File: src/rtl/crf_pkg.sv
package crf_pkg;

  // default sizes
  localparam int DEPTH_DEF    = 16;
  localparam int TAG_BITS_DEF = 16;

  // fixed field widths at the ports
  localparam int REQ_W    = 2;
  localparam int TAG_W    = 16;
  localparam int STATUS_W = 2;
  localparam int OCC_W    = 5;

  // stream widths; tdata rounded up to whole bytes
  localparam int S_DATA_W = 16;
  localparam int S_USER_W = 2;
  localparam int M_DATA_W = 24;
  localparam int M_USER_W = 2;

  // request codes
  typedef enum logic [REQ_W-1:0] {
    REQ_APPEND = 2'd0,
    REQ_POP    = 2'd1,
    REQ_CANCEL = 2'd2,
    REQ_NOP    = 2'd3
  } req_t;

  // result status codes
  localparam logic [STATUS_W-1:0] ST_DONE  = 2'd0;
  localparam logic [STATUS_W-1:0] ST_FULL  = 2'd1;
  localparam logic [STATUS_W-1:0] ST_EMPTY = 2'd2;

  // sequencer states
  typedef enum logic [2:0] {
    S_IDLE,
    S_APPEND,
    S_POP_RD,
    S_POP_CHK,
    S_CAN_RD,
    S_CAN_CHK,
    S_DONE
  } state_t;

endpackage

File: src/rtl/crf_slot_ram.sv
module crf_slot_ram #(
  parameter int DEPTH = crf_pkg::DEPTH_DEF,
  parameter int WIDTH = crf_pkg::TAG_BITS_DEF + 1
) (
  input  logic                     clk,
  input  logic                     we,
  input  logic [$clog2(DEPTH)-1:0] waddr,
  input  logic [WIDTH-1:0]         wdata,
  input  logic                     re,
  input  logic [$clog2(DEPTH)-1:0] raddr,
  output logic [WIDTH-1:0]         rdata
);

  logic [WIDTH-1:0] mem [DEPTH];

  // single write port
  always_ff @(posedge clk) begin
    if (we) begin
      mem[waddr] <= wdata;
    end
  end

  // registered read port
  always_ff @(posedge clk) begin
    if (re) begin
      rdata <= mem[raddr];
    end
  end

endmodule

File: src/rtl/cancellable_ring_fifo.sv
// channel | dir | tdata (low bit up)                 | tuser
// s_*     | in  | tag[15:0]                          | req_type[1:0]
// m_*     | out | out_tag[15:0], occupancy[20:16], 0 | status[1:0]
//
// one item at a time; the slot memory has one read and one write port and
// a registered read, so each slot visit is a read state and a check state
// append writes the tail unless full, no-op goes to done directly, pop
// consumes slots to the first live tag; cancel visits each occupied slot
// reset clears head, count and control; slot contents need no clearing
// the next item is taken once the result is in the output register
module cancellable_ring_fifo #(
  parameter int DEPTH    = crf_pkg::DEPTH_DEF,
  parameter int TAG_BITS = crf_pkg::TAG_BITS_DEF
) (
  input  logic                          clk,
  input  logic                          rst,
  input  logic                          s_tvalid,
  output logic                          s_tready,
  input  logic [crf_pkg::S_DATA_W-1:0]  s_tdata,  // tag[15:0]
  input  logic [crf_pkg::S_USER_W-1:0]  s_tuser,  // req_type[1:0]
  output logic                          m_tvalid,
  input  logic                          m_tready,
  output logic [crf_pkg::M_DATA_W-1:0]  m_tdata,  // out_tag, occupancy, zero pad
  output logic [crf_pkg::M_USER_W-1:0]  m_tuser   // status[1:0]
);

  localparam int IW = $clog2(DEPTH);
  localparam int CW = $clog2(DEPTH + 1);
  localparam int SB = (TAG_BITS < crf_pkg::TAG_W) ? TAG_BITS : crf_pkg::TAG_W;
  localparam int RW = SB + 1;

  crf_pkg::state_t state, state_next;

  logic [IW-1:0]                  head;
  logic [CW-1:0]                  fill;
  logic [IW-1:0]                  scan_idx;
  logic [CW-1:0]                  scan_cnt;
  logic [SB-1:0]                  tag_r;
  logic [crf_pkg::STATUS_W-1:0]   res_status;
  logic [crf_pkg::TAG_W-1:0]      res_tag;

  logic           ram_we, ram_re;
  logic [IW-1:0]  ram_waddr, ram_raddr;
  logic [RW-1:0]  ram_wdata, ram_rdata;
  logic           rd_live;
  logic [SB-1:0]  rd_tag;

  logic [IW:0]    tail_sum;
  logic [IW-1:0]  tail;
  logic [IW-1:0]  head_inc, scan_inc;
  logic           full, empty, scan_end, tag_hit, out_free;
  logic [31:0]    fill_ext;

  assign rd_live = ram_rdata[SB];
  assign rd_tag  = ram_rdata[SB-1:0];

  // index arithmetic with a single wrap
  assign tail_sum = (IW+1)'(head) + (IW+1)'(fill);
  assign tail     = (tail_sum >= (IW+1)'(DEPTH)) ? IW'(tail_sum - (IW+1)'(DEPTH))
                                                 : IW'(tail_sum);
  assign head_inc = (head == IW'(DEPTH - 1)) ? '0 : head + 1'b1;
  assign scan_inc = (scan_idx == IW'(DEPTH - 1)) ? '0 : scan_idx + 1'b1;

  assign full     = (fill == CW'(DEPTH));
  assign empty    = (fill == '0);
  assign scan_end = (scan_cnt == fill);
  assign tag_hit  = rd_live && (rd_tag == tag_r);
  assign out_free = !m_tvalid || m_tready;
  assign fill_ext = 32'(fill);

  crf_slot_ram #(
    .DEPTH (DEPTH),
    .WIDTH (RW)
  ) u_ram (
    .clk   (clk),
    .we    (ram_we),
    .waddr (ram_waddr),
    .wdata (ram_wdata),
    .re    (ram_re),
    .raddr (ram_raddr),
    .rdata (ram_rdata)
  );

  // next state
  always_comb begin
    state_next = state;
    unique case (state)
      crf_pkg::S_IDLE: begin
        if (s_tvalid) begin
          unique case (crf_pkg::req_t'(s_tuser))
            crf_pkg::REQ_APPEND: state_next = crf_pkg::S_APPEND;
            crf_pkg::REQ_POP:    state_next = crf_pkg::S_POP_RD;
            crf_pkg::REQ_CANCEL: state_next = crf_pkg::S_CAN_RD;
            default:             state_next = crf_pkg::S_DONE;
          endcase
        end
      end
      crf_pkg::S_APPEND:  state_next = crf_pkg::S_DONE;
      crf_pkg::S_POP_RD:  state_next = empty ? crf_pkg::S_DONE : crf_pkg::S_POP_CHK;
      crf_pkg::S_POP_CHK: state_next = rd_live ? crf_pkg::S_DONE : crf_pkg::S_POP_RD;
      crf_pkg::S_CAN_RD:  state_next = scan_end ? crf_pkg::S_DONE : crf_pkg::S_CAN_CHK;
      crf_pkg::S_CAN_CHK: state_next = crf_pkg::S_CAN_RD;
      crf_pkg::S_DONE: begin
        if (out_free) begin
          state_next = crf_pkg::S_IDLE;
        end
      end
      default: state_next = crf_pkg::S_IDLE;
    endcase
  end

  // memory port and handshake controls
  always_comb begin
    s_tready  = 1'b0;
    ram_we    = 1'b0;
    ram_waddr = tail;
    ram_wdata = {1'b1, tag_r};
    ram_re    = 1'b0;
    ram_raddr = head;
    unique case (state)
      crf_pkg::S_IDLE: s_tready = 1'b1;
      crf_pkg::S_APPEND: begin
        ram_we = !full;
      end
      crf_pkg::S_POP_RD: begin
        ram_re = !empty;
      end
      crf_pkg::S_CAN_RD: begin
        ram_re    = !scan_end;
        ram_raddr = scan_idx;
      end
      crf_pkg::S_CAN_CHK: begin
        ram_we    = tag_hit;
        ram_waddr = scan_idx;
        ram_wdata = {1'b0, rd_tag};
      end
      default: begin
      end
    endcase
  end

  // control registers
  always_ff @(posedge clk) begin
    if (rst) begin
      state    <= crf_pkg::S_IDLE;
      head     <= '0;
      fill     <= '0;
      m_tvalid <= 1'b0;
    end else begin
      state <= state_next;
      unique case (state)
        crf_pkg::S_APPEND: begin
          if (!full) begin
            fill <= fill + 1'b1;
          end
        end
        crf_pkg::S_POP_CHK: begin
          head <= head_inc;
          fill <= fill - 1'b1;
        end
        default: begin
        end
      endcase
      if (state == crf_pkg::S_DONE && out_free) begin
        m_tvalid <= 1'b1;
      end else if (m_tready) begin
        m_tvalid <= 1'b0;
      end
    end
  end

  // item and result registers
  always_ff @(posedge clk) begin
    unique case (state)
      crf_pkg::S_IDLE: begin
        tag_r      <= s_tdata[SB-1:0];
        res_status <= crf_pkg::ST_DONE;
        res_tag    <= '0;
        scan_idx   <= head;
        scan_cnt   <= '0;
      end
      crf_pkg::S_APPEND: begin
        if (full) begin
          res_status <= crf_pkg::ST_FULL;
        end
      end
      crf_pkg::S_POP_RD: begin
        if (empty) begin
          res_status <= crf_pkg::ST_EMPTY;
        end
      end
      crf_pkg::S_POP_CHK: begin
        if (rd_live) begin
          res_tag <= crf_pkg::TAG_W'(rd_tag);
        end
      end
      crf_pkg::S_CAN_CHK: begin
        scan_idx <= scan_inc;
        scan_cnt <= scan_cnt + 1'b1;
      end
      crf_pkg::S_DONE: begin
        if (out_free) begin
          m_tuser <= res_status;
          m_tdata <= {3'b000, fill_ext[crf_pkg::OCC_W-1:0], res_tag};
        end
      end
      default: begin
      end
    endcase
  end

endmodule

File: config.mk
export PLATFORM = sky130hd
export DESIGN_NAME = cancellable_ring_fifo
export DESIGN_NICKNAME = d
export VERILOG_FILES = /design/src/rtl/crf_pkg.sv /design/src/rtl/crf_slot_ram.sv /design/src/rtl/cancellable_ring_fifo.sv
export SDC_FILE = /design/constraint.sdc
export NUM_CORES = 1
export LEC_CHECK = 0
export BUFFER_PORTS_ARGS = -buffer_cell sky130_fd_sc_hd__buf_2
export CAP_MARGIN = 20
export CORE_ASPECT_RATIO = 1.75
export CORE_MARGIN = 2
export CORE_UTILIZATION = 30
export DETAILED_ROUTE_END_ITERATION = 8
export PLACE_DENSITY = 0.41
export SYNTH_ARGS = -nofsm -noshare
export SYNTH_HDL_FRONTEND = slang
export SYNTH_SLANG_ARGS = --single-unit
File: constraint.sdc
create_clock -name clk -period 13.2 [get_ports clk]
set_clock_uncertainty 0.15 [all_clocks]
set_input_delay 3.96 -clock clk [delete_from_list [all_inputs] [get_ports clk]]
set_output_delay 3.96 -clock clk [all_outputs]
set_load 0.005 [all_outputs]
---- Word-level counts from Yosys, hierarchy flattened ----
Memory sizes are Yosys's and may differ from the RTL's. A register that Yosys moved wholly into a read port is not among the register bits.
Cells that the tools add are included.
cells by class
  add/sub/neg operators ................... 7
  order comparisons ....................... 1
  equality and inequality tests ........... 19
  mux-type cells .......................... 29
  reduce and logical (&&, ||, !) cells .... 20
operator list
  operator                                        number
  one-hot mux 16 bit (2 select lines)             1
  one-hot mux 3 bit (7 select lines)              1
  two-way mux 4 bit                               5
  one-hot mux 5 bit (2 select lines)              2
  two-way mux 17 bit                              1
  == test 16 bit                                  1
  two-way mux 16 bit                              1
  two-way mux 3 bit                               4
  adder 5 x 1 -> 5 bit (second input constant)    2
  inequality test 2 bit (second input constant)   5
  == test 3 bit (second input constant)           3
  one-hot mux 3 bit (3 select lines)              1
  adder 4 x 1 -> 4 bit (second input constant)    2
  == test 4 bit (second input constant)           2
  one-hot mux 4 bit (2 select lines)              1
  AND reduction 2 bit                             4
  nonzero test 2 bit                              4
  == test 3 x 2 -> 1 bit (second input constant)  2
  two-way mux 2 bit                               3
  one-hot mux 2 bit (3 select lines)              1
  adder 4 x 5 -> 5 bit                            1
  == test 5 bit                                   1
  == test 5 bit (second input constant)           1
  >= comparator 5 bit (second input constant)     1
  other kinds (17)                                26
word-level totals
  register bits after elaboration ......... 79
  bits in writable memories ............... 272
  bits of input ports ..................... 22
  output and inout bits ................... 28
  logic and storage cells ................. 88
  memories kept ........................... 1
memories
  name       words  width  rd ports  clocked after Yosys merged registers in  wr ports  line                RTL
  u_ram.mem  16     17     1         1                                        1         crf_slot_ram.sv:14  logic [WIDTH-1:0] mem [DEPTH];

---- Longest topological paths before layout ----
  depth in word-level cells ............... 5
  gate-level depth with buffers ........... 10
  mapped depth without buffers ............ 8

---- Cells and area by module ----
Synthesis repeated with hierarchy kept, for this count alone.
second synthesis, totals
  cells, all modules ...................... 751
  area, all modules ....................... 14567.7 sq um
modules (own cells, without submodules)
  module                 times used  cells each  area each (sq um)  seq. area each (sq um)
  crf_slot_ram           1           458         10807.9            8678.3
  cancellable_ring_fifo  1           293         3759.9             2242.2

---- Worst setup path after synthesis ----
OpenSTA, ideal clock, no wires.
  path kind ............................... input -> register
  from .................................... input m_tready
  to ...................................... register m_tdata[0] in the netlist's numbering (enable)
  library setup time ...................... 0.405 ns
  arrival ................................. 5.177 ns
  data required time ...................... 12.645 ns
  setup slack ............................. 7.468 ns
  stages .................................. 2
  path buffers ............................ 0
  cells stage by stage .................... nand2b_1 -> nor2b_1
between the ends
  longest elaborated chain between the ends .. 2
ends and longest elaborated chain
  item                                  line                          RTL
  start, declared                       cancellable_ring_fifo.sv:22   input logic m_tready,
  logical OR 1 bit                      cancellable_ring_fifo.sv:68   assign out_free = !m_tvalid || m_tready;
  AND reduction 2 bit (no source line)  n/a
  end signal, assigned                  cancellable_ring_fifo.sv:204  m_tdata <= {3'b000, fill_ext[crf_pkg::OCC_W-1:0], res_tag};
  end, declared                         cancellable_ring_fifo.sv:23   output logic [crf_pkg::M_DATA_W-1:0] m_tdata,
Every way passes these cells.
A chain may end at the register's enable or synchronous reset.

---- Final worst setup path ----
  from .................................... register state[0]
  to ...................................... output s_tready
between the ends
  longest elaborated chain between the ends .. 2
ends and longest elaborated chain
  item                    line                          RTL
  start, declared         cancellable_ring_fifo.sv:32   crf_pkg::state_t state, state_next;
  start signal, assigned  cancellable_ring_fifo.sv:145  state <= crf_pkg::S_IDLE;
  start signal, assigned  cancellable_ring_fifo.sv:150  state <= state_next;
  zero test 3 bit         cancellable_ring_fifo.sv:120  unique case (state)
  two-way mux 1 bit       cancellable_ring_fifo.sv:120
  end, declared           cancellable_ring_fifo.sv:18   output logic s_tready,
Every way passes these cells.

==> results.py <==
metrics = {
    "logic_synthesis": {
        "synth_top_area_share_pct": 65.0,
        "yosys-top-cells-count": "edfxtp_1 (355), mux2i_1 (133), nand2_1 (119), a21oi_1 (85), a211oi_1 (60)",
        "synth_ff_type": "edfxtp_1",
        "synth_top_cells_by_area": "edfxtp_1 (65%), mux2i_1 (8.1%), a211oi_1 (2.7%)",
        "synthAdderAreaFrac_pct": 0.930,
        "synth_edf_count": 355,
        "netlist_instances": 1173,
        "muxShareOfSynthArea_pct": 8.94,
        "synth_cell_types": 58,
        "synth_compound_area_share_pct": 10.0,
        "synth_top_area_cell": "edfxtp_1",
        "syn_avg_cell_area_um2": 14.0,
        "synth_xor_xnor_area_share_pct": 1.71,
        "netlist_area_um2": 16400,
        "synth-async-reset-ratio_pct": 0,
        "yosysWarnings": 0,
        "synthSimpleGateAreaFrac_pct": 9.47,
        "yosys_register_bits": 368,
        "yosysMostFrequentCell": "edfxtp_1",
        "seq_area_frac_synth_pct": 66.5,
        "synth_top_family_by_area": "compound AO/OA/AOI/OAI gates",
    },
    "critical_path": {
        "reg2reg_from": "state[1]",
        "critPathBufInv": 2,
        "max_stage_delay_ns": 0.55,
        "cp-end-kind": "output pin",
        "crit_family": "buffers and inverters",
        "crit_path_cell_trace": "or3_1 -> inv_1 -> buf_2",
        "critPathArrivalTime_ns": 2.32,
        "crit_path_max_fanout": 17,
        "critPathSlowestCell": "inv_1",
        "worstSetupStartpointType": "flip-flop",
        "worstSetupPathType": "flip-flop to output pin",
        "worstPathRequired_ns": 9.09,
        "crit_start": "state[0]",
    },
    "floorplan": {
        "dieArea_um2": 56700,
        "die_w_um": 181,
        "start_util_pct": 30.3,
        "coreArea_um2": 54200,
        "fp-row-count": 113,
        "die_h_um": 313,
        "ioPinCount": 50,
    },
    "min_path": {
        "hold_path.class": "flip-flop to flip-flop",
        "min_from": "res_tag[15]",
    },
    "run": {
        "timing.max_cap.violations": 0,
    },
    "cells_and_area": {
        "final_util_pct": 34.7,
        "fillCellCount": 5244,
        "syn_to_final_growth_pct": 14.5,
        "drive_above_1_share_pct": 13.7,
        "final_nets": 1239,
        "n_antenna_cell": 0,
    },
    "sta": {
        "fmax_ghz": 0.156,
        "tns_ns": 0,
        "min_period_over_period_pct": 48.7,
        "rsz0062_at_grt": "false",
        "relSlewSlack_pct": 22.4,
        "setup_viol": 0,
        "finalCriticalPeriod_ns": 6.43,
        "drv_slew": 0,
        "hold_viol": 0,
        "worst_pin_slew_ns": 1.15,
    },
    "detailed_routing": {
        "vias": 9798,
        "drtIter0Drc": 550,
        "wl_per_cell_um": 24.0,
        "drt-pass1-iter-count": 4,
        "avgViaCountPerCell": 5.09,
        "ant_nets": 0,
        "drcViolationCount": 0,
        "routed_wirelength_mm": 46.1,
    },
    "clocking": {
        "clk_pin_slew_ns": 0.07,
        "cts_tree": "done",
        "cts-hold-fix-buffers": 0,
        "cts_buffer_depth": 3,
        "cts_setup_buffers": 0,
        "clock-root-buffer": "clkbuf_16",
        "htreeDepth": 2,
        "cts.repair.resized": 0,
        "cts_inserted_buffers": 37,
        "clk_latency_ns": 0.54,
        "cts_sinks": 368,
    },
    "grt": {
        "grt_pass1_wl_mm": 67.2,
        "track_usage_pct": 16.1,
        "grt_pass1_vias": 9993,
        "grt_max_degree": 69,
        "overflow": 0,
        "grt_antenna_before_repair": 0,
    },
    "place": {
        "hpwl_mm": 28.3,
        "place_congestion": 0.754,
        "port_buffers": 46,
    },
    "power_and_ir_drop": {
        "pwr-share-seq_pct": 44.9,
        "combinationalPowerShare_pct": 24.2,
        "p_int_w": 0.00255,
        "p_switching_w": 0.00118,
        "p_leak_nw": 6.17,
        "powerDensity_nw_per_um2": 198,
        "peakVddDrop_v": 0.0000729,
        "clkPwrFrac_pct": 30.8,
        "netSwitchingFraction_pct": 31.7,
    },
    "run_status": {
        "status": "complete, no violations",
    },
}
## cell families after synthesis
| group | after synthesis |
|---|---|
| flops | 368 |
| simple gates | 302 |
| compound gates | 233 |
| mux | 142 |
| buf+inv | 84 |
| xor+xnor | 32 |
| fa+ha+maj | 11 |
| other cells | 1 |
## worst paths after layout
kind                     end  cells past startpoint  slack (ns)
max reg2reg  u_ram.mem[6][0]                      8        8.51
min reg2reg      m_tdata[15]                      0        0.26
min              m_tdata[15]                      0        0.26
max                 s_tready                      3        6.77
## power by group through the flow
| stage | clock network [W] | registers, W | logic (W) |
|---|---|---|---|
| global placement | 0 | 0.00170 | 0.000905 |
| finish | 0.00115 | 0.00167 | 0.000903 |
| global route | 0.00122 | 0.00169 | 0.000990 |
| CTS | 0.00118 | 0.00168 | 0.000923 |
| floorplan | 0 | 0.00163 | 0.000635 |
| detailed placement | 0 | 0.00170 | 0.000920 |
## layer usage
metal | global-route usage (%) | part of all wire, % | vias up
li1 | - | - | 4563
met4 | 6.67 | 3.9 | 0
met5 | 0 | 0 | -
met1 | 18.0 | 38 | 4999
met3 | 1.88 | 2.9 | 66
met2 | 30.7 | 55 | 170
## worst register-to-register path: stages, from the launching register on
cell	delay (ns)
dfxtp_1	0.61
and3b_1	0.23
buf_4	0.25
inv_1	0.10
buf_4	0.47
nand2_1	0.13
o21ai_0	0.91
a22oi_1	0.50
nor2_4	0.93
## stage by stage
| step | cells | hold slack (ns) | cell area (µm²) | total power, W | setup WS [ns] |
|---|---|---|---|---|---|
| after floorplan | 1175 | 0.250 | 16400 | 0.00226 | 7.47 |
| after global placement | 1855 | 0.254 | 17400 | 0.00261 | 7.36 |
| after detailed placement | 1856 | 0.255 | 17500 | 0.00262 | 7.31 |
| after CTS | 1923 | 0.266 | 18800 | 0.00378 | 6.73 |
| after global routing | 1924 | 0.277 | 18800 | 0.00389 | 6.61 |
| final | 1924 | 0.264 | 18800 | 0.00373 | 6.77 |
## cell type report
type	count	area (µm²)	area share (%)
clock inverters	20	313	1.66
flip-flops and latches	368	10900	58.1
inverters	7	26.3	0.140
multi-input cells	723	5240	27.9
repair buffers	69	430	2.29
clock buffers	47	995	5.29
well taps	690	863	4.59
## cells in the final DEF (no fill, tap or decap), types with 5 or more instances in the layout
cell type,n
buf_4,21
mux2i_1,133
and3_1,7
o221ai_2,6
o22a_1,17
clkbuf_1,8
buf_2,46
nor2_4,8
nand3_1,10
nor3_1,8
nor4_1,14
clkinv_2,5
and2_0,5
edfxtp_1,355
o21ai_0,6
nor2b_1,36
nand3b_1,9
a22o_1,17
mux2_2,6
a211oi_1,60
nand2_1,119
nor2_1,17
nor3b_1,7
clkbuf_16,38
dfxtp_1,12
inv_1,7
xor2_1,10
ha_1,9
a21oi_1,85
bufinv_16,8
xnor2_1,22
and2_1,38
o221ai_1,10
## state kept, by name, indices dropped and copies added, names as in the netlist, 4 cells and up
signal and cells:
scan_cnt 5, fill 5, u_ram.rdata 17, head 4, u_ram.mem 272, res_tag 16
tag_r 16, scan_idx 4, m_tdata 21
No activity file was read; power rests on OpenSTA's default activity.
